`config.mk`:
```
export PLATFORM = sky130hd
export DESIGN_NAME = jpss_queue
export DESIGN_NICKNAME = d
export VERILOG_FILES = /design/src/design/jacobi_poisson_stencil_sweep_top_assert.svh /design/src/design/jpss_pkg.sv /design/src/design/jpss_queue.sv
export SDC_FILE = /design/constraint.sdc
export NUM_CORES = 1
export LEC_CHECK = 0
export ABC_AREA = 1
export CORE_ASPECT_RATIO = 1.25
export CORE_UTILIZATION = 60
export CTS_CLUSTER_SIZE = 20
export DETAILED_ROUTE_END_ITERATION = 6
export DONT_BUFFER_PORTS = 1
export GPL_ROUTABILITY_DRIVEN = 0
export HOLD_SLACK_MARGIN = 0.03
export PLACE_DENSITY_LB_ADDON = 0.2
export SETUP_SLACK_MARGIN = 0.3
export SLEW_MARGIN = 20
export SYNTH_ARGS = -nofsm -noshare
export SYNTH_HDL_FRONTEND = slang
export SYNTH_SLANG_ARGS = --single-unit
```
`constraint.sdc`:
```
create_clock -name clock -period 7.8 [get_ports clock]
set_input_delay 0.78 -clock clock [delete_from_list [all_inputs] [get_ports clock]]
set_output_delay 0.78 -clock clock [all_outputs]
set_load 0.05 [all_outputs]
```
`src/design/jacobi_poisson_stencil_sweep_top_assert.svh`:
```
// concurrent assertion helpers, empty when synthesized
`ifndef JACOBI_POISSON_STENCIL_SWEEP_TOP_ASSERT_SVH
`define JACOBI_POISSON_STENCIL_SWEEP_TOP_ASSERT_SVH
`ifndef SYNTHESIS
`define JPSS_ASSERT_IMP(name, clk, rst, ante, cons) \
   name: assert property (@(posedge clk) disable iff (rst) (ante) |-> (cons)) \
      else $error("jpss assertion failed");
`define JPSS_ASSERT_NXT(name, clk, rst, ante, cons) \
   name: assert property (@(posedge clk) disable iff (rst) (ante) |=> (cons)) \
      else $error("jpss assertion failed");
`else
`define JPSS_ASSERT_IMP(name, clk, rst, ante, cons)
`define JPSS_ASSERT_NXT(name, clk, rst, ante, cons)
`endif
`endif

```
`src/design/jpss_pkg.sv`:
```
package jpss_pkg;

   typedef struct packed {
      logic signed [31:0] old_value;
      logic signed [31:0] vorticity;
      logic [30:0]        metric_sq;
   } req_item_type;

   typedef struct packed {
      logic [15:0]        cell_row;
      logic [10:0]        cell_col;
      logic signed [31:0] new_value;
      logic [30:0]        max_change;
      logic               sweep_done;
   } rsp_item_type;

   // classified cell handed from front to back
   typedef struct packed {
      req_item_type item;
      logic [15:0]  cell_row;
      logic         interior;
      logic         last;
      logic         clear_max;
   } task_type;

   typedef struct packed {
      logic [15:0] kappa_a;
      logic [30:0] kappa_sq;
      logic [30:0] dx_sq;
   } coef_type;

   typedef struct packed {
      logic [10:0] grid_cols;
      logic [15:0] grid_rows;
   } dims_type;

   localparam int CSR_IDX_W = 3;
   localparam logic [CSR_IDX_W-1:0] CSR_KAPPA_A   = 3'd0;
   localparam logic [CSR_IDX_W-1:0] CSR_KAPPA_SQ  = 3'd1;
   localparam logic [CSR_IDX_W-1:0] CSR_DX_SQ     = 3'd2;
   localparam logic [CSR_IDX_W-1:0] CSR_GRID_COLS = 3'd3;
   localparam logic [CSR_IDX_W-1:0] CSR_GRID_ROWS = 3'd4;

   localparam logic [15:0] KAPPA_A_RST   = 16'd16384;
   localparam logic [30:0] KAPPA_SQ_RST  = 31'd65536;
   localparam logic [30:0] DX_SQ_RST     = 31'd65536;
   localparam logic [10:0] GRID_COLS_RST = 11'd1024;
   localparam logic [15:0] GRID_ROWS_RST = 16'd1024;

   localparam logic [15:0] ROWS_MAX = 16'd65534;

endpackage

```
`src/design/jpss_queue.sv`:
```
module jpss_queue
   import jpss_pkg::*;
#(
   parameter int WIDTH = 128
) (
   input  logic             clock,
   input  logic             reset,
   input  logic             push,
   input  logic [WIDTH-1:0] wdata,
   input  logic             pop,
   output logic [WIDTH-1:0] rdata,
   output logic             full,
   output logic             empty
);

   // two entries, both waiting: the back end pops a cell as it starts work on it
   logic [WIDTH-1:0] slot_ff [2];
   logic             wr_ptr_ff, wr_ptr_in;
   logic             rd_ptr_ff, rd_ptr_in;
   logic [1:0]       count_ff, count_in;

   assign full  = (count_ff == 2'd2);
   assign empty = (count_ff == 2'd0);
   assign rdata = slot_ff[rd_ptr_ff];

   always_comb begin
      wr_ptr_in = push ? ~wr_ptr_ff : wr_ptr_ff;
      rd_ptr_in = pop ? ~rd_ptr_ff : rd_ptr_ff;
      count_in  = count_ff;
      if (push && !pop) begin
         count_in = count_ff + 2'd1;
      end else if (pop && !push) begin
         count_in = count_ff - 2'd1;
      end
   end

   always_ff @(posedge clock) begin
      if (reset) begin
         wr_ptr_ff <= 1'b0;
         rd_ptr_ff <= 1'b0;
         count_ff  <= 2'd0;
      end else begin
         wr_ptr_ff <= wr_ptr_in;
         rd_ptr_ff <= rd_ptr_in;
         count_ff  <= count_in;
      end
   end

   always_ff @(posedge clock) begin
      if (push) begin
         slot_ff[wr_ptr_ff] <= wdata;
      end
   end

endmodule

```
### After elaboration in Yosys (flattened, before gate mapping)

Memories as Yosys holds them, arrays and structs flattened. A register that Yosys moved wholly into a read port is not among the register bits.
Cells that the tools add are included.

| cells by class | value |
|---|---|
| add/sub/neg operators | 2 |
| equality and inequality tests | 1 |
| multiplexer cells | 6 |
| bitwise gates (word level) | 2 |
| reduce and logical (&&, ||, !) cells | 6 |

Operators by type and width:

| operator | number |
|---|---|
| $mux 1 | 4 |
| $mux 2 | 2 |
| $add 2x1->2 const B | 1 |
| $eq 2x2->1 const B | 1 |
| $logic_and 1x1->1 | 2 |
| $logic_not 1->1 | 2 |
| $logic_not 2->1 | 1 |
| $not 1->1 | 2 |
| $reduce_bool 2->1 | 1 |
| $sub 2x1->2 const B | 1 |

| storage, ports and cells | value |
|---|---|
| register bits after elaboration | 4 |
| RAM bits | 256 |
| input bits | 132 |
| memories | 1 |

Memory list:

| name | depth | bits a word | rd ports | clocked after memory_dff | wr ports | RTL line | RTL |
|---|---|---|---|---|---|---|---|
| slot_ff | 2 | 128 | 1 | 1 | 1 | jpss_queue.sv:17 | `logic [WIDTH-1:0] slot_ff [2];` |

### Logic depth before layout (Yosys ltp)

| depth | value |
|---|---|
| depth in word-level cells | 4 |
| depth in mapped cells | 8 |

### Worst setup path before layout

No wires, ideal clock.

| path | value |
|---|---|
| path type | input -> register |
| start point | input push |
| end point | memory slot_ff[0][0] (enable) |
| setup time | 0.620 ns |
| data arrival time | 6.174 ns |
| slack | 1.006 ns |
| cell stages on the path | 2 |
| buffers on the path | 0 |
| cells stage by stage | inv_1 nor2_1 |

| on the way | value |
|---|---|
| cells in the longest elaborated chain, start to end | 2 |

Ends and longest elaborated chain:

| element | RTL line | RTL |
|---|---|---|
| from (decl) | jpss_queue.sv:8 | `input logic push,` |
| $mux 1 | jpss_queue.sv:50 | `if (push) begin` |
| $mux 1 (not written as such) | jpss_queue.sv:51 | `slot_ff[wr_ptr_ff] <= wdata;` |
| to (decl) | jpss_queue.sv:17 |  |

No other way between the ends.

==> impl_metrics.ini <==
[grt]
grt_pass1_wl_mm = 21.76
grt_max_degree = 76
antenna_found_initial = 0
track_usage_pct = 18.13
grt_overflow_total = 0
grt_pass1_vias = 4046

[power_and_ir_drop]
p_leak_uw = 0.003436
total_power_uw = 3282
power.density_nw_per_um2 = 312.4
ir_drop_v = 0.0003096

[final_layout]
area_growth_pct = 10.20
final_cells = 677
ff_latch_area_sq_um = 7791
fillCellCount = 1034
final_nets = 580
fin_area_sq_um = 10510
fin_util_pct = 67.47
diodes = 0
multi_input_area_sq_um = 1541
drive_gt1_share_pct = 36.56

[sta]
rsz0062_at_grt = no
skew_ns = 0.006867
worst_pin_slew_ns = 1.010
finalSetupTns_ns = 0
layout_min_cycle_time_ns = 3.517
setup_viol_count_final = 0
final_hold_viol_count = 0
fmax_mhz = 284.3
finalMaxSlewViolations = 0
relSlewSlack_pct = 32.44
fin_crit_sh_pct = 45.09

[worst_setup_path]
reg2regPathDepth = 3
path_cells = buf_4, mux2_2
cp.required_ns = 7.02
crit_slowest_cell = dfxtp_4
worstSetupPathType = flip-flop to output port
path_delay_family = flip-flops
r2r_slack_ns = 5.50
critPathCaptureType = output port
cpPeakStageDelay_ns = 0.88
critPathBufInv = 1
crit_path_start_kind = flip-flop
cp.arrival_ns = 2.74
critical_path.max_fanout = 66
worstSetupPathDepth = 2

[yosys]
yosysTopAreaCell = edfxtp_1
synth_top_area_share_pct = 80.64
synth.distinct_cells = 15
synth_cells = 431
ys_top_cells_by_area = edfxtp_1 81%, mux2_2 15%, clkbuf_8 1.2%, dfxtp_1 1.1%, buf_6 0.71%
syn_area_per_cell_sq_um = 22.12
yosysSeqAreaShare_pct = 81.69
synth_area_sq_um = 9533
synth-seq-cells = 261
yosys_warnings = 0
synth_nets = 564

[placed_design]
dpl.hpwl_mm = 10.37
dpl_cell_area_sq_um = 9664
place_inst = 633
io_buffers = 0

[status]
status = completed

[route]
drc = 0
postRouteAntennaNets = 0
drt-total-wl_mm = 15.61
drt-pass1-iter-count = 5
drt_iter0_markers = 161
viasPerCell = 5.715
vias = 3869
wl_per_cell_um = 23.06

[hold_path]
whs_path_depth = 1
hp-class = input port to flip-flop

[clock_tree]
clockRootBuffer = clkbuf_16
clkTransAtPathRegs_ns = 0.06
cts_made_buffers = 24
cts_max_level = 1
postCtsSetupRepairBufs = 0
clk_path_buf_depth = 3
clk_latency_ns = 0.50
ctsResizeCount = 0
holdBufCountCts = 0
numClockSinks = 261
cts_tree = built

[floorplan]
die_w_um = 114.7
design.core.area_sq_um = 15570
ios = 262
rows = 51
start_util_pct = 61.23
dieArea_sq_um = 16400
die_h_um = 142.9

[job]
drv_cap = 0
[routing by layer]
metal	vias to the layer above	track usage, %	wire length (um)
li1	1725	-	-
met1	1906	16.17	4771
met2	201	33.27	8387
met3	37	9.211	1942
met4	0	8.407	512
met5	-	0	0
[final timing paths]
check	start	end
worst max register to register	wr_ptr_ff	slot_ff[1][86]
worst max-delay path	flip-flop	rdata[13]
worst min register to register	rd_ptr_ff	flip-flop
worst min-delay path	reset	flip-flop
[final cells by class]
type	instances	share of cell area [%]
timing repair buffer	4	0.2858
clock inverter	14	1.870
sequential	261	74.17
clock buffer	30	6.134
multi-input combinational	147	14.67
inverter	9	0.3454
tap	212	2.525
[cells in the mapped netlist]
master    count
nand4_1       1
dfxtp_1       5
nor3_1        1
nor2_1        7
buf_6         6
nand2_1       5
clkbuf_8      8
ha_1          1
o21ai_0       1
edfxtp_1    256
a21oi_1       1
xnor2_1       1
mux2_2      128
nand3_1       1
inv_1         9
[logic make-up (layout without fill, tap and decap cells)]
logic type               count (synthesis)  in the layout  share of synthesized area [%]
flip-flops                             261            261                          81.69
multiplexers                           128            128                          15.12
buffers and inverters                   23             57                          2.218
AND/OR/NAND/NOR                         15             15                         0.6431
AO/OA/AOI/OAI                            2              2                         0.1049
adder cells (fa/ha/maj)                  1              1                         0.1312
XOR/XNOR                                 1              1                        0.09189
[worst reg2reg max path: stages (launching register included)]
cell and delay, ns:
dfxtp_1 0.39, nand2_1 0.11, inv_4 0.58, buf_4 0.78
[layout by cell type (no fill, tap or decap), drive strengths merged]
cell type and n:
a21oi 1, buf 4, bufinv 5, clkbuf 30, clkinv 7, clkinvlp 1
dfxtp 5, edfxtp 256, ha 1, inv 10, mux2 128, nand2 5
nand3 1, nand4 1, nor2 7, nor3 1, o21ai 1, xnor2 1
[power breakdown]
| group | leakage [uW] | internal, uW | switching (uW) | total, uW |
|---|---|---|---|---|
| clock | 0.000407 | 752 | 462 | 1210 |
| combinational | 0.000584 | 80.1 | 332 | 412 |
| sequential | 0.00244 | 1630 | 30.7 | 1660 |
[sequential cells by signal (all words and copies together), names as in the netlist, named ones only]
| name | cells |
|---|---|
| count_ff | 2 |
| slot_ff | 256 |
| wr_ptr_ff | 1 |
| rd_ptr_ff | 1 |
[metrics by stage]
stage / setup slack (ns) / hold slack (ns)
3_5_place_dp: 4.751 / 0.5073
2_1_floorplan: 1.006 / 0.4799
3_3_place_gp: 4.804 / 0.4938
5_1_grt: 4.082 / 0.3191
4_1_cts: 4.211 / 0.3128
6_report: 4.283 / 0.3377
Power figures use the tool's default switching activity.
