===== config.mk =====
export PLATFORM = sky130hd
export DESIGN_NAME = jpss_front
export DESIGN_NICKNAME = d
export VERILOG_FILES = /design/src/design/jacobi_poisson_stencil_sweep_top_assert.svh /design/src/design/jpss_pkg.sv /design/src/design/jpss_front.sv
export SDC_FILE = /design/constraint.sdc
export NUM_CORES = 1
export LEC_CHECK = 0
export BUFFER_PORTS_ARGS = -buffer_cell sky130_fd_sc_hd__clkbuf_2
export CAP_MARGIN = 20
export CORE_UTILIZATION = 40
export CTS_CLUSTER_DIAMETER = 50
export DETAILED_ROUTE_END_ITERATION = 16
export GPL_TIMING_DRIVEN = 0
export HOLD_SLACK_MARGIN = 0.06
export PLACE_DENSITY = 0.67
export SETUP_SLACK_MARGIN = 0.15
export SYNTH_ARGS = -nofsm -noshare
export SYNTH_HDL_FRONTEND = slang
export SYNTH_SLANG_ARGS = --single-unit

===== constraint.sdc =====
create_clock -name clock -period 12.69 [get_ports clock]
set_input_delay 2.538 -clock clock [delete_from_list [all_inputs] [get_ports clock]]
set_output_delay 2.538 -clock clock [all_outputs]
set_load 0.01 [all_outputs]

===== src/design/jacobi_poisson_stencil_sweep_top_assert.svh =====
// concurrent assertion helpers, empty when synthesized
`ifndef JACOBI_POISSON_STENCIL_SWEEP_TOP_ASSERT_SVH
`define JACOBI_POISSON_STENCIL_SWEEP_TOP_ASSERT_SVH
`ifndef SYNTHESIS
`define JPSS_ASSERT_IMP(name, clk, rst, ante, cons) \
   name: assert property (@(posedge clk) disable iff (rst) (ante) |-> (cons)) \
      else $error("jpss assertion failed");
`define JPSS_ASSERT_NXT(name, clk, rst, ante, cons) \
   name: assert property (@(posedge clk) disable iff (rst) (ante) |=> (cons)) \
      else $error("jpss assertion failed");
`else
`define JPSS_ASSERT_IMP(name, clk, rst, ante, cons)
`define JPSS_ASSERT_NXT(name, clk, rst, ante, cons)
`endif
`endif


===== src/design/jpss_pkg.sv =====
package jpss_pkg;

   typedef struct packed {
      logic signed [31:0] old_value;
      logic signed [31:0] vorticity;
      logic [30:0]        metric_sq;
   } req_item_type;

   typedef struct packed {
      logic [15:0]        cell_row;
      logic [10:0]        cell_col;
      logic signed [31:0] new_value;
      logic [30:0]        max_change;
      logic               sweep_done;
   } rsp_item_type;

   // classified cell handed from front to back
   typedef struct packed {
      req_item_type item;
      logic [15:0]  cell_row;
      logic         interior;
      logic         last;
      logic         clear_max;
   } task_type;

   typedef struct packed {
      logic [15:0] kappa_a;
      logic [30:0] kappa_sq;
      logic [30:0] dx_sq;
   } coef_type;

   typedef struct packed {
      logic [10:0] grid_cols;
      logic [15:0] grid_rows;
   } dims_type;

   localparam int CSR_IDX_W = 3;
   localparam logic [CSR_IDX_W-1:0] CSR_KAPPA_A   = 3'd0;
   localparam logic [CSR_IDX_W-1:0] CSR_KAPPA_SQ  = 3'd1;
   localparam logic [CSR_IDX_W-1:0] CSR_DX_SQ     = 3'd2;
   localparam logic [CSR_IDX_W-1:0] CSR_GRID_COLS = 3'd3;
   localparam logic [CSR_IDX_W-1:0] CSR_GRID_ROWS = 3'd4;

   localparam logic [15:0] KAPPA_A_RST   = 16'd16384;
   localparam logic [30:0] KAPPA_SQ_RST  = 31'd65536;
   localparam logic [30:0] DX_SQ_RST     = 31'd65536;
   localparam logic [10:0] GRID_COLS_RST = 11'd1024;
   localparam logic [15:0] GRID_ROWS_RST = 16'd1024;

   localparam logic [15:0] ROWS_MAX = 16'd65534;

endpackage


===== src/design/jpss_front.sv =====
module jpss_front
   import jpss_pkg::*;
#(
   parameter int MAX_COLS = 1024,
   localparam int COL_W = $clog2(MAX_COLS + 2)
) (
   input  logic             clock,
   input  logic             reset,
   input  logic             req_valid,
   output logic             req_stall,
   input  req_item_type     req_data,
   input  dims_type         dims,
   input  logic             q_full,
   output logic             q_push,
   output task_type         push_task,
   output logic [COL_W-1:0] push_col
);

   logic [COL_W-1:0] col_ff, col_in;
   logic [15:0]      row_ff, row_in;
   logic [31:0]      cols_w, rows_w, width_w, height_w, c_w, r_w;
   logic [COL_W-1:0] c_cur;
   logic [15:0]      r_cur;
   logic             restart, wrap_col, wrap_row;

   assign req_stall = q_full;
   assign q_push    = req_valid && !q_full;

   always_comb begin
      if (dims.grid_cols == '0) begin
         cols_w = 32'd1;
      end else if (32'(dims.grid_cols) > 32'(MAX_COLS)) begin
         cols_w = 32'(MAX_COLS);
      end else begin
         cols_w = 32'(dims.grid_cols);
      end
      if (dims.grid_rows == '0) begin
         rows_w = 32'd1;
      end else if (dims.grid_rows > ROWS_MAX) begin
         rows_w = 32'(ROWS_MAX);
      end else begin
         rows_w = 32'(dims.grid_rows);
      end
      width_w  = cols_w + 32'd2;
      height_w = rows_w + 32'd2;

      // a shrunk grid can leave the position outside: restart the sweep
      restart = (32'(col_ff) >= width_w) || (32'(row_ff) >= height_w);
      c_cur   = restart ? '0 : col_ff;
      r_cur   = restart ? '0 : row_ff;
      c_w     = 32'(c_cur);
      r_w     = 32'(r_cur);

      wrap_col = (c_w + 32'd1) >= width_w;
      wrap_row = (r_w + 32'd1) >= height_w;

      push_task.item      = req_data;
      push_task.cell_row  = 16'(r_w - 32'd1);
      push_task.interior  = (r_w >= 32'd2) && (c_w >= 32'd1) && (c_w <= cols_w);
      push_task.last      = ((r_w - 32'd1) == rows_w) && (c_w == cols_w);
      push_task.clear_max = restart || (wrap_col && wrap_row);
      push_col            = c_cur;

      col_in = col_ff;
      row_in = row_ff;
      if (q_push) begin
         if (wrap_col) begin
            col_in = '0;
            row_in = wrap_row ? '0 : 16'(r_w + 32'd1);
         end else begin
            col_in = COL_W'(c_w + 32'd1);
            row_in = r_cur;
         end
      end
   end

   always_ff @(posedge clock) begin
      if (reset) begin
         col_ff <= '0;
         row_ff <= '0;
      end else begin
         col_ff <= col_in;
         row_ff <= row_in;
      end
   end

endmodule


Word-level counts from Yosys, hierarchy flattened:

Cells that the tools add are included.

* multiply operators: 0
* shift operators: 0
* bitwise gates (word level): 0
* magnitude comparators: 9
* add/subtract/negate cells: 5
* reduce and logical (&&, ||, !) cells: 10
* divide/modulo/power cells: 0
* eq/ne operators: 2
* muxes and demuxes: 9

Operator list (count)
* $mux W16: 5
* $add A32 B2 Y32 const B: 2
* $ge A32 B32 Y1: 2
* $mux W11: 4
* $eq A11 B32 Y1: 1
* $eq A32 B32 Y1: 1
* $ge A11 B32 Y1: 1
* $ge A16 B32 Y1: 1
* $le A11 B32 Y1: 1
* $add A16 B1 Y17 const B: 1
* $sub A16 B1 Y17 const B: 1
* $ge A16 B2 Y1 const B: 1
* $gt A16 B16 Y1 const B: 1
* $logic_not A16 Y1: 1
* $add A11 B1 Y12 const B: 1
* $ge A11 B1 Y1 const B: 1
* $gt A11 B11 Y1 const B: 1
* $logic_not A11 Y1: 1
* $logic_and A1 B1 Y1: 5
* $logic_or A1 B1 Y1: 2
* $logic_not A1 Y1: 1

* memories kept: 0
* memory bits (writable): 0
* latch bits: 0
* output and inout bits: 127
* ROM bits: 0
* register bits after elaboration: 27
* word-level logic and storage cells: 37

Longest topological paths before layout:

* word-level depth: 11
* gate-level depth with buffers: 37
* mapped depth without buffers: 31

Worst setup path after synthesis:

Ideal clock, no wire load.

* path kind: in2out
* from: input port dims[26] in the netlist's numbering
* to: output port push_task[0] in the netlist's numbering
* stages on the path: 34
* path buffers: 7
* data required time: 10152 ps
* path slack: 1853 ps
* arrival time: 8299 ps
* path through: inv_1 > clkbuf_1 > nand2_1 > inv_1 > ha_1 > nand4_1 > or2_2 > xnor2_1 > ha_1 > o21ai_0 > a21oi_1 > o31a_1 > a311oi_1 > and2_1 > buf_4 > buf_2 > buf_2 > buf_1 > nand2_1 > inv_1 > ha_1 > clkbuf_1 > nand3_1 > xor2_1 > nor2_1 > ha_1 > a31oi_1 > a32oi_1 > a31o_2 > o2111ai_1 > a211oi_1 > o22ai_2 > buf_2 > o21ai_0

RTL lines
* start: declaration: RTL line jpss_front.sv:12 `input dims_type dims,`
* end: declaration: RTL line jpss_front.sv:15 `output task_type push_task,`

==> impl_metrics.tcl <==
set metrics [dict create \
    grt_max_degree 15 \
    grt_pass1_wl_um 24720 \
    wl_met3_um 911 \
    highest_layer "met4" \
    initial_utilization_pct 41.77 \
    worst_setup_path_start_kind "input port" \
    pre_cts_ws_ns 0.1328 \
    cts.sinks 27 \
    synth_edf_count 0 \
    synth_seq_cells 27 \
    grt_pass1_vias 5090 \
    grt_overflow 0 \
    cts_root_buffer "clkbuf_16" \
    clock-skew-final_ns 0.003966 \
    synth.distinct_cells 67 \
    syn_nets 934 \
    fin_area_sq_um 6429 \
    wl_met1_um 6877 \
    dp_hpwl_um 12650 \
    rsz0062_at_grt "no" \
    drv_slew 0 \
    pwr_density_cell_nw_per_um2 44.95 \
    arrival_ns 9.44 \
    setup_viol 0 \
    area_growth_pct 20.02 \
    crit_path_top_delay_cell "a311oi_1" \
    numCtsBuffers 3 \
    ios 253 \
    synth_area_leaders "ha_1, buf_4, dfxtp_1" \
    relSlewSlack_pct 44.96 \
    syn_area_sq_um 5356 \
    placed_area_sq_um 6322 \
    crit_type "input port to output port" \
    total_power_w 0.0002890 \
    place.port_buffers 150 \
    htree_levels 1 \
    cts_tree "built" \
    synth_top_area_share_pct 15.88 \
    syn_inst 740 \
    hold_viol 0 \
    drc 0 \
    final_nets 1090 \
    status "completed" \
    setup_tns_ns 0 \
    fp.coreArea_sq_um 12820 \
    ys_top_cells_by_count "buf_4, nand2_1, ha_1, nor2_1, nand3_1" \
    synth_top_area_cell "ha_1" \
    drt_iter0_drc 258 \
    yosysWarnings 0 \
    yosysSeqAreaShare_pct 10.09 \
    clk_path_buf_depth 2 \
    synth.most_common_cell "buf_4" \
    drtPass1Iterations 5 \
    syn_avg_cell_area_sq_um 7.238 \
    die_x_um 117.7 \
    fin_ws_ns 0.7081 \
    insertedDiodeCount 0 \
    ys_async_sr_fraction_pct 0 \
    gp_congestion 0.9192 \
    met2_length_um 7446 \
    via_per_inst 5.325 \
    die-area_sq_um 13860 \
    antenna_found_initial 0 \
    clkSlewWorstSetupHoldPaths_ns 0.07 \
    cap_violations 0 \
    die_h_um 117.7 \
    seqCellArea_sq_um 540.5 \
    drt-total-wl_um 15440 \
    grt_usage_pct 21.41 \
    num_rows 41 \
    ir_worst_vdd_mv 0.03708 \
    yosys_most_used_dff "dfxtp_1" \
    n_fill_cell 1339 \
    finalCriticalPeriod_ns 11.98 \
    wl_per_cell_um 14.47 \
    critPathRequiredTime_ns 10.15 \
    vias 5682 \
    period_share_pct 94.42 \
    p_leak_nw 3.234 \
    crit_fanout 10 \
    ant_nets 0 \
    multi_input_area_sq_um 3826 \
    min_path_type "flop to flop" \
    critPathCaptureType "output port" \
    max_stage_delay_ns 0.39 \
    max_freq_mhz 83.46 \
    worstMarginPinSlew_ns 0.8170 \
    drive_gt1_share_pct 31.73 \
    worstSkewPairLatency_ns 0.26 \
]
-- path summary, 6_finish.rpt --
path | startpoint | slack [ns] | to | cells past startpoint
worst max-delay path | dims[1] | 0.71 | push_task[0] | 34
worst min-delay path | col_ff[0] | 0.54 | col_ff[0] | 2
worst max register to register | row_ff[0] | 5.95 | row_ff[11] | 30
worst min register to register | col_ff[0] | 0.54 | col_ff[0] | 2
-- placed cells by master, fill, tap and decap left out, drive strengths merged, types with 9 or more instances in the layout --
| cell type | Yosys | final |
|---|---|---|
| clkbuf | 28 | 182 |
| buf | 110 | 111 |
| nand2 | 75 | 75 |
| ha | 68 | 68 |
| nor2 | 60 | 60 |
| nand3 | 34 | 34 |
| inv | 29 | 29 |
| xnor2 | 29 | 29 |
| xor2 | 28 | 28 |
| dfxtp | 27 | 27 |
| nand4 | 25 | 25 |
| a21oi | 24 | 24 |
| and3 | 23 | 23 |
| nor3 | 19 | 19 |
| o21ai | 17 | 17 |
| o21a | 17 | 17 |
| nor4 | 13 | 13 |
| a21o | 9 | 9 |
-- cells by family after synthesis --
| logic type | count (synthesis) | synth area share, % |
|---|---|---|
| AO/OA/AOI/OAI | 133 | 18.15 |
| buffers and inverters | 167 | 18.78 |
| other | 1 | 0.07001 |
| adder cells (fa/ha/maj) | 68 | 15.88 |
| multiplexers | 2 | 0.3738 |
| flip-flops | 27 | 10.09 |
| AND/OR/NAND/NOR | 284 | 26.91 |
| XOR/XNOR | 58 | 9.741 |
-- layer usage --
layer / vias up / global-route usage (%)
li1: 2848 / -
met1: 2593 / 28.04
met2: 227 / 38.16
met3: 14 / 1.357
met4: 0 / 4.728
met5: - / 0
-- state kept, by name, indices dropped and copies added, names as in the netlist --
| signal | flops |
|---|---|
| col_ff | 11 |
| row_ff | 16 |
-- through the flow --
stage | cells | utilization [%] | hold WS (ns)
2_1_floorplan | 740 | - | 0.4707
4_1_cts | 1066 | 49.92 | 0.5361
3_3_place_gp | 1062 | 49.30 | 0.5266
5_1_grt | 1067 | 50.13 | 0.5507
3_5_place_dp | 1062 | 49.30 | 0.5234
6_report | 1067 | 50.13 | 0.5386
-- layout make-up --
type	count	share of cell area, %
clock buffer	4	1.226
inverter	29	1.693
timing repair buffer	151	11.79
tap	172	3.348
buffer	138	14.01
sequential	27	8.408
multi-input combinational	546	59.52
-- power by group --
| group | total [W] | internal, W | switching, W | leakage [nW] |
|---|---|---|---|---|
| clock network | 0.0000733 | 0.0000431 | 0.0000303 | 0.0382 |
| logic | 0.000129 | 0.0000606 | 0.0000685 | 2.98 |
| registers | 0.0000866 | 0.0000856 | 0.000000970 | 0.218 |
-- what timing repair did --
action	in CTS	in global routing
cloned	0	0
hold buffers	0	0
buffers inserted	0	1
pin swaps	0	1
endpoints found under the setup margin	1	1
resized for setup	1	7
-- worst max-delay path: cells and delay by family --
kind	cells	cell delay [ns]
buffers and inverters	11	2.11
xor gates and xnor gates	2	0.44
and+or+nand+nor	8	1.20
adders and majority gates	4	0.98
AOI/OAI and AO/OA	9	2.17
Note: power is estimated with default switching activity, not from simulation.
